## src/hdl/assert_macros.svh

```systemverilog
// assertion helpers
`ifndef ASSERT_MACROS_SVH
`define ASSERT_MACROS_SVH
`define ASSERT_IMP(lbl, clk, rst_n, a, c) \
    lbl: assert property (@(posedge clk) disable iff (!rst_n) (a) |-> (c)) else $error("lbl");
`define ASSERT_NXT(lbl, clk, rst_n, a, c) \
    lbl: assert property (@(posedge clk) disable iff (!rst_n) (a) |=> (c)) else $error("lbl");
`endif

```

## src/hdl/ffca_pkg.sv

```systemverilog
package ffca_pkg;
    localparam int MaxFreeRuns = 64;
    localparam int AddrW = 64;
    localparam int LenW = 21;
    localparam int StrideW = 13;
    localparam int ProdW = LenW + StrideW;
    localparam logic [LenW-1:0] LenMax = '1;

    // register values after reset
    localparam int StrideReset = 32;
    localparam int UnitsReset = 1024;

    localparam logic [1:0] StOk = 2'd0;
    localparam logic [1:0] StNoFit = 2'd1;
    localparam logic [1:0] StFull = 2'd2;

    localparam logic [1:0] RegBase = 2'd0;
    localparam logic [1:0] RegStride = 2'd1;
    localparam logic [1:0] RegUnits = 2'd2;

    // cell update operations
    localparam logic [1:0] OpKeep = 2'd0;
    localparam logic [1:0] OpLeft = 2'd1;
    localparam logic [1:0] OpRight = 2'd2;
    localparam logic [1:0] OpLoad = 2'd3;

    // per-cell view given to its neighbor
    typedef struct packed {
        logic             valid;
        logic [AddrW-1:0] start;
        logic [LenW-1:0]  len;
        logic [AddrW-1:0] end_addr;
        logic             le_a;     // start <= free address
        logic             fit;      // len >= request
    } t_cell_view;

    // broadcast operands
    typedef struct packed {
        logic [AddrW-1:0] addr;
        logic [LenW-1:0]  n;
    } t_bcast;
endpackage

```

## src/hdl/ffca_cell.sv

```systemverilog
// one free-run slot; shifts with neighbors on insert/remove
module ffca_cell (
    input  logic                          i_clk,
    input  logic                          i_rst_n,
    input  logic                          i_first,
    input  ffca_pkg::t_bcast              i_bc,
    input  logic [ffca_pkg::StrideW-1:0]  i_stride,
    input  logic                          i_wr,
    input  logic [1:0]                    i_op,     // keep, from left, from right, load
    input  ffca_pkg::t_cell_view          i_left,
    input  ffca_pkg::t_cell_view          i_right,
    input  logic                          i_load_v,
    input  logic [ffca_pkg::AddrW-1:0]    i_load_start,
    input  logic [ffca_pkg::LenW-1:0]     i_load_len,
    output ffca_pkg::t_cell_view          o_view
);
    import ffca_pkg::*;

    logic             r_valid;
    logic [AddrW-1:0] r_start;
    logic [LenW-1:0]  r_len;
    logic [AddrW-1:0] r_end;

    // end address tracks the contents
    logic [AddrW-1:0] n_end_calc;
    logic             n_valid;
    logic [AddrW-1:0] n_start;
    logic [LenW-1:0]  n_len;

    always_comb begin
        n_valid = r_valid;
        n_start = r_start;
        n_len   = r_len;
        case (i_op)
            OpLeft: begin
                n_valid = i_left.valid;
                n_start = i_left.start;
                n_len   = i_left.len;
            end
            OpRight: begin
                n_valid = i_right.valid;
                n_start = i_right.start;
                n_len   = i_right.len;
            end
            OpLoad: begin
                n_valid = i_load_v;
                n_start = i_load_start;
                n_len   = i_load_len;
            end
            default: ;
        endcase
    end

    always_ff @(posedge i_clk) begin
        if (!i_rst_n) begin
            r_valid <= i_first;
            r_start <= '0;
            r_len   <= i_first ? LenW'(UnitsReset) : '0;
        end else if (i_wr) begin
            r_valid <= n_valid;
            r_start <= n_start;
            r_len   <= n_len;
        end
    end

    // end = start + len*stride, registered, so it follows the contents in the next cycle
    assign n_end_calc = r_start + AddrW'(ProdW'(r_len) * ProdW'(i_stride));
    always_ff @(posedge i_clk) begin
        r_end <= n_end_calc;
    end

    assign o_view.valid    = r_valid;
    assign o_view.start    = r_start;
    assign o_view.len      = r_len;
    assign o_view.end_addr = r_end;
    assign o_view.le_a     = r_start <= i_bc.addr;
    assign o_view.fit      = r_len >= i_bc.n;
endmodule
```

## config.mk

```make
export PLATFORM = sky130hd
export DESIGN_NAME = ffca_cell
export DESIGN_NICKNAME = d
export VERILOG_FILES = /design/src/hdl/assert_macros.svh /design/src/hdl/ffca_pkg.sv /design/src/hdl/ffca_cell.sv
export SDC_FILE = /design/constraint.sdc
export NUM_CORES = 1
export LEC_CHECK = 0
export ABC_CLOCK_PERIOD_IN_PS = 6200
export BUFFER_PORTS_ARGS = -buffer_cell sky130_fd_sc_hd__buf_2
export CORE_AREA = 2 2 249 251
export CTS_CLUSTER_DIAMETER = 30
export DETAILED_ROUTE_END_ITERATION = 7
export DIE_AREA = 0 0 251 253
export SYNTH_ARGS = -nofsm -noshare
export SYNTH_HDL_FRONTEND = slang
export SYNTH_SLANG_ARGS = --single-unit
```

## constraint.sdc

```tcl
create_clock -name i_clk -period 6.2 [get_ports i_clk]
set_input_delay 0 -clock i_clk [delete_from_list [all_inputs] [get_ports i_clk]]
set_output_delay 0 -clock i_clk [all_outputs]
set_load 0.02 [all_outputs]
```

### Word level (Yosys, flattened, before mapping)

Index checks and enable logic that the tools add are counted.
W data, S select, Z words.

| word-level totals | value |
|---|---|
| register bits after elaboration | 150 |
| input bits | 494 |
| output and inout bits | 152 |
| word-level logic and storage cells | 24 |

| operators by class | value |
|---|---|
| add/sub/neg operators | 1 |
| $mul | 1 |
| $lt $le $gt $ge | 2 |
| eq/ne operators | 5 |
| mux-type cells | 8 |
| reduce and logical (&&, ||, !) cells | 3 |

Operator list:

| kind | count |
|---|---|
| $pmux W64 S3 | 1 |
| $add A64 B34 Y64 | 1 |
| $le A64 B64 Y1 | 1 |
| $pmux W21 S3 | 1 |
| $mux W21 | 2 |
| $mul A21 B13 Y34 | 1 |
| $ge A21 B21 Y1 | 1 |
| $mux W11 | 1 |
| $eq A2 B2 Y1 const B | 2 |
| $ne A4 B1 Y1 const B | 1 |
| $reduce_and A2 Y1 | 2 |
| $pmux W1 S3 | 1 |
| $reduce_bool A3 Y1 | 1 |
| $eq A2 B1 Y1 const B | 1 |
| $mux W1 | 2 |
| $ne A2 B1 Y1 const B | 1 |

### Longest topological paths before layout

Gate-level depths: netlist of run 1.

| depth | value |
|---|---|
| depth after elaboration | 4 |
| gate-level depth with buffers | 24 |
| gate-level depth less buffers | 22 |

### Least setup slack after synthesis of run 1

No wires, ideal clock.

| path | value |
|---|---|
| path type | flip-flop to flip-flop |
| start | reg r_len[5] |
| end | reg r_end[52] |
| library setup time | 72 ps |
| arrival time | 6,241 ps |
| data required time | 6,128 ps |
| slack | -113 ps |
| cell stages (with the launch flop) | 23 |
| buffers on the path | 2 |
| clock period less this slack | 6,313 ps |
| path through | edfxtp_1 -> clkbuf_1 -> and2_1 -> fa_1 -> inv_1 -> fa_1 -> inv_1 -> fa_1 -> inv_1 -> fa_1 -> fa_1 -> inv_1 -> fa_1 -> ha_1 -> nand4_1 -> and4bb_1 -> o31ai_1 -> o311a_4 -> a31oi_4 -> a41oi_4 -> buf_6 -> nor4_4 -> xor2_1 |

| between the ends | value |
|---|---|
| word-level cells in the longest chain between the ends | 2 |

Ends and longest elaborated chain:

| item | RTL line | RTL |
|---|---|---|
| from (decl) | ffca_cell.sv:21 | `logic [LenW-1:0] r_len;` |
| from (signal assigned) | ffca_cell.sv:58 | `r_len <= i_first ? LenW'(UnitsReset) : '0;` |
| from (signal assigned) | ffca_cell.sv:62 | `r_len <= n_len;` |
| $mul A21 B13 Y34 | ffca_cell.sv:67 | `assign n_end_calc = r_start + AddrW'(ProdW'(r_len) * ProdW'(i_stride));` |
| $add A64 B34 Y64 | ffca_cell.sv:67 |  |
| via n_end_calc[52] | ffca_cell.sv:25 | `logic [AddrW-1:0] n_end_calc;` |
| to (signal assigned) | ffca_cell.sv:69 | `r_end <= n_end_calc;` |
| to (decl) | ffca_cell.sv:22 | `logic [AddrW-1:0] r_end;` |

The timed path passes the listed nets, and every way through them passes these cells.
A chain may end at the register's enable or synchronous reset.

### Worst setup path after layout of run 1

| path | value |
|---|---|
| start | reg r_len[5] |
| end | reg r_end[55] |

Same word-level chain as after synthesis.

==> results of run 1 <==
-- through the flow --
step / setup TNS (ns) / instances / hold WS [ns] / setup slack [ns] / area [um2]
CTS: -0.202 / 3741 / 0.0106 / -0.0763 / 25900
global route: -6.14 / 3762 / 0.00945 / -0.287 / 26400
finish: -0.660 / 3765 / 0.0271 / -0.0810 / 26400
floorplan: 0 / 2170 / 0.202 / 0.0261 / 18700
detailed placement: -1.80 / 3498 / 0.307 / -0.163 / 22900
global placement: -0.801 / 3498 / 0.309 / -0.112 / 22900
-- worst register-to-register path: cells and delay by family, from the launching register on --
| kind | cells | cell delay [ns] |
|---|---|---|
| buf+inv | 6 | 0.77 |
| flops | 1 | 0.47 |
| fa+ha+maj | 7 | 3.33 |
| xor+xnor | 1 | 0.20 |
| simple gates | 3 | 0.39 |
| compound gates | 4 | 0.99 |
-- final cells by class --
class / count / area, um2 / share of cell area
sequential: 150 / 3220 / 0.122
antenna: 4 / 10.0 / 0.000379
inverter: 393 / 1480 / 0.0559
clock inverter: 15 / 155 / 0.00588
clock buffer: 17 / 425 / 0.0161
timing repair buffer: 882 / 5940 / 0.225
multi-input combinational: 1514 / 14200 / 0.537
tap: 790 / 988 / 0.0375
-- flip-flops by register name, indices dropped and copies added, names as in the netlist --
name     cells
r_end       64
r_len       21
r_start     64
r_valid      1
-- timing repair --
item | CTS | global route
hold endpoints to repair | 85 | 0
cloned | 3 | 1
buffers inserted | 20 | 20
pin swaps | 65 | 82
resized for setup | 56 | 87
setup endpoints to repair | 32 | 43
hold buffers | 189 | 0
-- metal layers --
layer,up-vias,global-route usage,part of all wire
met2,632,0.387,0.49
met1,8662,0.281,0.41
met3,120,0.0555,0.069
met5,-,0,0.00096
li1,8560,-,-
met4,10,0.0844,0.036
-- how the worst max path moves through the flow --
| stage | slack (ns) | startpoint | to | cells past startpoint |
|---|---|---|---|---|
| after floorplan | 0.03 | r_len[11]$_SDFFCE_PN0P_ | r_end[63]$_DFF_P_ | 22 |
| after global placement | -0.11 | r_len[7]$_SDFFCE_PN0P_ | r_end[38]$_DFF_P_ | 21 |
| after detailed placement | -0.16 | r_len[7]$_SDFFCE_PN0P_ | r_end[56]$_DFF_P_ | 22 |
| after CTS | -0.08 | r_len[7]$_SDFFCE_PN0P_ | r_end[55]$_DFF_P_ | 21 |
| after global routing | -0.29 | r_len[7]$_SDFFCE_PN0P_ | r_end[56]$_DFF_P_ | 22 |
| final | -0.08 | r_len[5]$_SDFFCE_PN0P_ | r_end[55]$_DFF_P_ | 21 |
-- Yosys cell counts (all sizes together) (6+ instances only) --
| library cell | n |
|---|---|
| ha | 178 |
| and2 | 116 |
| nand3 | 21 |
| o21bai | 9 |
| edfxtp | 22 |
| o21a | 6 |
| nand4 | 35 |
| nor3 | 14 |
| a21oi | 128 |
| nand2 | 294 |
| nor2 | 28 |
| o211a | 21 |
| nand2b | 6 |
| o211ai | 6 |
| nor2b | 8 |
| a31oi | 8 |
| inv | 393 |
| fa | 241 |
| o21ai | 155 |
| xnor2 | 36 |
| buf | 14 |
| clkbuf | 99 |
| xor2 | 23 |
| and3 | 8 |
| a21o | 46 |
| dfxtp | 128 |
| mux2i | 86 |
-- cell families (layout without fill, tap and decap cells) --
family / count (synthesis) / in the layout
and+or+nand+nor: 545 / 545
buffers and inverters: 506 / 1307
adders and majority gates: 419 / 419
AOI/OAI and AO/OA: 404 / 404
DFF: 150 / 150
muxes: 87 / 87
xor gates and xnor gates: 59 / 59
other: 0 / 4
==> out/results.tsv, run 1 <==
stage	metric	value	unit
run_status	status	finished with violations	
run_status	failing checks	negative setup slack	
clock_tree	TritonCTS Sinks	150	
sta	Tmin final	6.28	ns
synth	Synth Area in Simple Gates	0.141	
route	Starting DRT DRC Count	944	
worst_setup_path	worst endpoint required time	6.56	ns
route	Pre-antenna DRT Iters	5	
global_routing	first-pass GRT wire length	108000	um
sta	max-slew violation count	0	
worst_setup_path	crit-path max cell delay	0.60	ns
clock_tree	worst skew pair latency	0.50	ns
worst_setup_path	CP max FO	7	
floorplan	die area	0.0635	mm2
clock_tree	H-tree Lvls	4	
worst_hold_path	Hold Crit Endpoint	r_len[8]$_SDFFCE_PN0P_	
sta	Tcrit/Tclk final	1.01	
finish	Area Overhead vs Synth	41.1	%
finish	fillers	6118	
route	DRC	0	
finish	commonest non-fill, non-tap cell in the layout	buf_2	
global_routing	initial antenna violation count	13	
global_routing	pin count of the biggest net entering global routing	73	
floorplan	I/O pin total	646	
floorplan	Initial Utilization	0.306	
synth	Synth async-reset ratio	0	
worst_setup_path	critical path arrival	6.64	ns
worst_setup_path	most used cell, CP	fa_1	
clock_tree	TritonCTS Buffers	17	
floorplan	Die H	253	um
route	wire length per cell	19.1	um
synth	largest family of logic cells by synthesized area	adder cells	
sta	Worst Max-Slew Pin Slew	1.00	ns
sta	relative slew slack	0.330	
global_routing	GRT Overall Usage	0.228	
sta	maximum clock frequency	159	MHz
worst_setup_path	startpoint types	register	
floorplan	Row Count	91	
worst_hold_path	Hold Startpoint	i_right[74]	
floorplan	die width	251	um
global_routing	vias in the first global route	18300	
synth	Synth Instances	2170	
finish	final core utilization	0.432	
worst_setup_path	Cell Chain, Critical Path	buf_6 > and2_4 > fa_1 > inv_2 > fa_1 > inv_2 > fa_1 > fa_2 > fa_1 > fa_1 > ha_4 > nand4_1 > buf_4 > o211a_4 > a2111oi_4 > buf_4 > a211oi_4 > a31oi_4 > buf_12 > nand4_1 > xnor2_1	
route	Routed Wire Length	71900	um
floorplan	core footprint	0.0610	mm2
synth	Yosys warnings	0	
worst_setup_path	critical path type	reg2reg	
clock_tree	Max clock buf depth	2	
worst_setup_path	Crit. End Element	register	
sta	clock skew	0.0201	ns
worst_setup_path	reg2reg start	r_len[5]$_SDFFCE_PN0P_	
worst_hold_path	hold depth	4	
sta	RSZ-0062 raised after global routing	true	
worst_setup_path	Reg2Reg Capture Point	r_end[55]$_DFF_P_	
synth	Synth Area in Compound Gates	0.133	
synth	post-synthesis cell type count	65	
placed_design	DP HPWL	57800	um
synth	Syn Nets	3083	
route	routed vias/inst	4.78	
worst_setup_path	reg2reg path depth	21	
worst_setup_path	FF-to-FF setup slack	-0.08	ns
worst_setup_path	slowest CP cell	fa_2	
worst_hold_path	Hold Crit Class	in2reg	
clock_tree	CTS Root Cell	clkbuf_16	
synth	syn_area_per_cell	8.61	um2
synth	flops & latches, synth	150	
synth	top-area cell type share of the netlist area	0.258	
finish	leading cell types in the layout, fill and taps excluded	513 x buf_2, 378 x inv_1, 288 x nand2_1, 231 x fa_1, 189 x dlygate4sd3_1	
synth	Cell Area, Synth	0.0187	mm2
clock_tree	CTS tree	done	
synth	Top FF cell, synth	dfxtp_1	
synth	fraction of synthesized area in multiplexers	0.0467	
synth	XOR/XNOR share of the synthesized area	0.0276	
sta	final hold vios	0	
worst_setup_path	Buf/Inv on CP	6	
placed_design	buffers added on ports	513	
synth	number of synthesized flops with an enable pin	22	
synth	synth top area cells	fa_1 26%, dfxtp_1 14%, ha_1 12%	
route	Vias	18000	
synth	leading area contributor after synthesis	fa_1	
sta	Final setup viols	16	
job	max cap viols	0	
worst_setup_path	Top Family by Delay on Critical Path	adder cells	
placed_design	gpl congestion	0.872	
sta	Final WS setup	-0.0810	ns
clock_tree	clock input transition at the sequential cells of the worst setup and hold paths	0.09	ns
global_routing	Remaining Overflow, GRT	0	
synth	post-synthesis adder-cell area fraction	0.377	
finish	fraction of layout cells with a size suffix above 1	0.286	
route	antenna viol nets, final	0	
synth	sequential fraction of the synthesis area	0.172	
finish	nets	3871	
Power of run 1 is not shown: default switching activity piles up to over one toggle a cycle in this logic, so the estimate is an artifact.
==> run 2, diff against run 1 <==
- BUFFER_PORTS_ARGS: -buffer_cell sky130_fd_sc_hd__buf_2 -> default
- CORE_AREA: 2 2 249 251 -> 2 2 248 250
- DIE_AREA: 0 0 251 253 -> 0 0 250 252
- DONT_BUFFER_PORTS: default -> 1
- REMOVE_ABC_BUFFERS: default -> 1
==> run 2 against run 1 <==
- the flow still finishes with violations (negative setup slack)
- register-to-register slack is essentially flat
- die area decreased by 0.79%
- worst setup slack worse by 0.013 ns
- clock-buffer cell count unchanged
- global-route usage is 0.40 points higher
- largest cell class unchanged
==> out/results.tsv, run 2 (same netlist as run 1, synthesis figures left out) <==
stage	metric	value	unit
global_routing	GRT Overall Usage	0.232	
route	wire length per cell	22.5	um
finish	commonest non-fill, non-tap cell in the layout	inv_1	
clock_tree	TritonCTS Buffers	17	
worst_setup_path	critical path type	reg2reg	
finish	biggest regs	r_end: 64 flops, r_start: 64 flops, r_len: 21 flops	
sta	clock skew	0.0212	ns
finish	leading cell types in the layout, fill and taps excluded	382 x inv_1, 290 x nand2_1, 236 x fa_1, 230 x dlygate4sd3_1, 163 x ha_1	
clock_tree	worst skew pair latency	0.49	ns
finish	fillers	5916	
global_routing	pin count of the biggest net entering global routing	107	
clock_tree	CTS Root Cell	clkbuf_16	
finish	nets	3373	
worst_setup_path	CP max FO	7	
clock_tree	CTS tree	done	
sta	final hold vios	0	
worst_setup_path	FF-to-FF setup slack	-0.09	ns
global_routing	Remaining Overflow, GRT	0	
job	max cap viols	0	
placed_design	Setup WS pre-CTS	-0.272	ns
sta	Tmin final	6.29	ns
clock_tree	clock input transition at the sequential cells of the worst setup and hold paths	0.07	ns
finish	fraction of layout cells with a size suffix above 1	0.118	
sta	relative slew slack	0.222	
sta	max-slew violation count	0	
worst_setup_path	critical path arrival	6.65	ns
run_status	status	finished with violations	
global_routing	first-pass GRT wire length	108000	um
floorplan	die area	0.0630	mm2
floorplan	Row Count	90	
route	DRC	0	
route	Pre-antenna DRT Iters	5	
global_routing	vias in the first global route	17700	
route	antenna viol nets, final	0	
placed_design	gpl congestion	0.906	
clock_tree	Max clock buf depth	2	
sta	RSZ-0062 raised after global routing	true	
route	Starting DRT DRC Count	1028	
floorplan	Die H	252	um
sta	setup_tns	-0.928	ns
worst_setup_path	worst endpoint required time	6.55	ns
worst_hold_path	Hold Crit Class	in2reg	
floorplan	core footprint	0.0601	mm2
worst_setup_path	startpoint types	register	
placed_design	DP HPWL	56600	um
sta	Final WS setup	-0.0940	ns
clock_tree	H-tree Lvls	4	
route	Routed Wire Length	73600	um
clock_tree	TritonCTS Sinks	150	
run_status	failing checks	negative setup slack	
sta	Worst Max-Slew Pin Slew	1.16	ns
global_routing	initial antenna violation count	6	
floorplan	Initial Utilization	0.311	
route	Vias	16700	
sta	Final setup viols	22	
floorplan	I/O pin total	646	
floorplan	die width	250	um
worst_setup_path	Crit. End Element	register	
route	routed vias/inst	5.12	
placed_design	buffers added on ports	0	
finish	Area Overhead vs Synth	29.1	%
sta	Tcrit/Tclk final	1.02	
sta	maximum clock frequency	159	MHz
run 2: cell types whose count changed in the layout (fill, tap and decap cells not counted), moves of 3 or more:
cell,delta
inv_1,+4
clkinv_8,+4
nand2_2,-3
nor3_4,+3
diode_2,+3
inv_2,-4
buf_2,-513
fa_1,+5
inv_8,-3
buf_4,-33
dlygate4sd3_1,+41
nor3_2,-3
fa_2,-5
buf_16,+3
run 2: final cells by class:
cell class              count  area (um2)  area share
clock buffers              17         425      0.0176
clock inverters            15         183     0.00757
multi-input cells        1514       14200       0.587
repair buffers            384        3670       0.152
diodes                      7        17.5    0.000726
flip-flops and latches    150        3220       0.134
well taps                 782         978      0.0405
inverters                 393        1480      0.0611
run 2: critical path: stages, from the launching register on:
cell and delay (ns):
edfxtp_1 0.50, buf_6 0.17, and2_1 0.14, fa_1 0.51, inv_1 0.06, fa_1 0.52, inv_1 0.05, fa_1 0.50
fa_2 0.45, fa_1 0.55, fa_1 0.47, ha_4 0.29, nand4_1 0.13, a2111o_1 0.51, a2111oi_4 0.31, buf_4 0.18
a211oi_4 0.08, a31oi_4 0.26, buf_12 0.17, nand4_1 0.12, xnor2_1 0.18
run 2: path summary, 6_finish.rpt:
path                                               start                      to  cells past startpoint
worst max-delay path                 r_len[10]$_DFFE_PP_       r_end[43]$_DFF_P_                     20
worst min-delay path                         i_right[70]  r_len[4]$_SDFFCE_PN0P_                      3
worst min register to register  r_start[41]$_SDFFE_PN0P_       r_end[41]$_DFF_P_                      2
worst max register to register       r_len[10]$_DFFE_PP_       r_end[43]$_DFF_P_                     20
run 2: routing by layer:
metal / track usage / share of wire / vias up
met4: 0.0825 / 0.033 / 0
met3: 0.0843 / 0.098 / 120
li1: - / - / 7561
met5: 0 / 0 / -
met2: 0.384 / 0.47 / 775
met1: 0.278 / 0.40 / 8260
run 2: what timing repair did:
item	in CTS	in global routing
pin swaps	78	49
hold buffers	233	0
endpoints found under the setup margin	30	38
gates cloned	2	0
endpoints found under the hold margin	88	0
gates resized for setup	72	68
setup buffers	19	13
run 2: stage by stage:
| stage | hold WS [ns] | util | std cells | cell area [um2] |
|---|---|---|---|---|
| floorplan | 0.0894 | - | 2057 | 18200 |
| global placement | 0.105 | 0.336 | 2961 | 20200 |
| detailed placement | 0.104 | 0.336 | 2961 | 20200 |
| CTS | 0.00918 | 0.395 | 3247 | 23700 |
| global route | 0.0320 | 0.401 | 3260 | 24100 |
| finish | 0.0397 | 0.401 | 3262 | 24100 |
Power of run 2 is left out for the same reason.
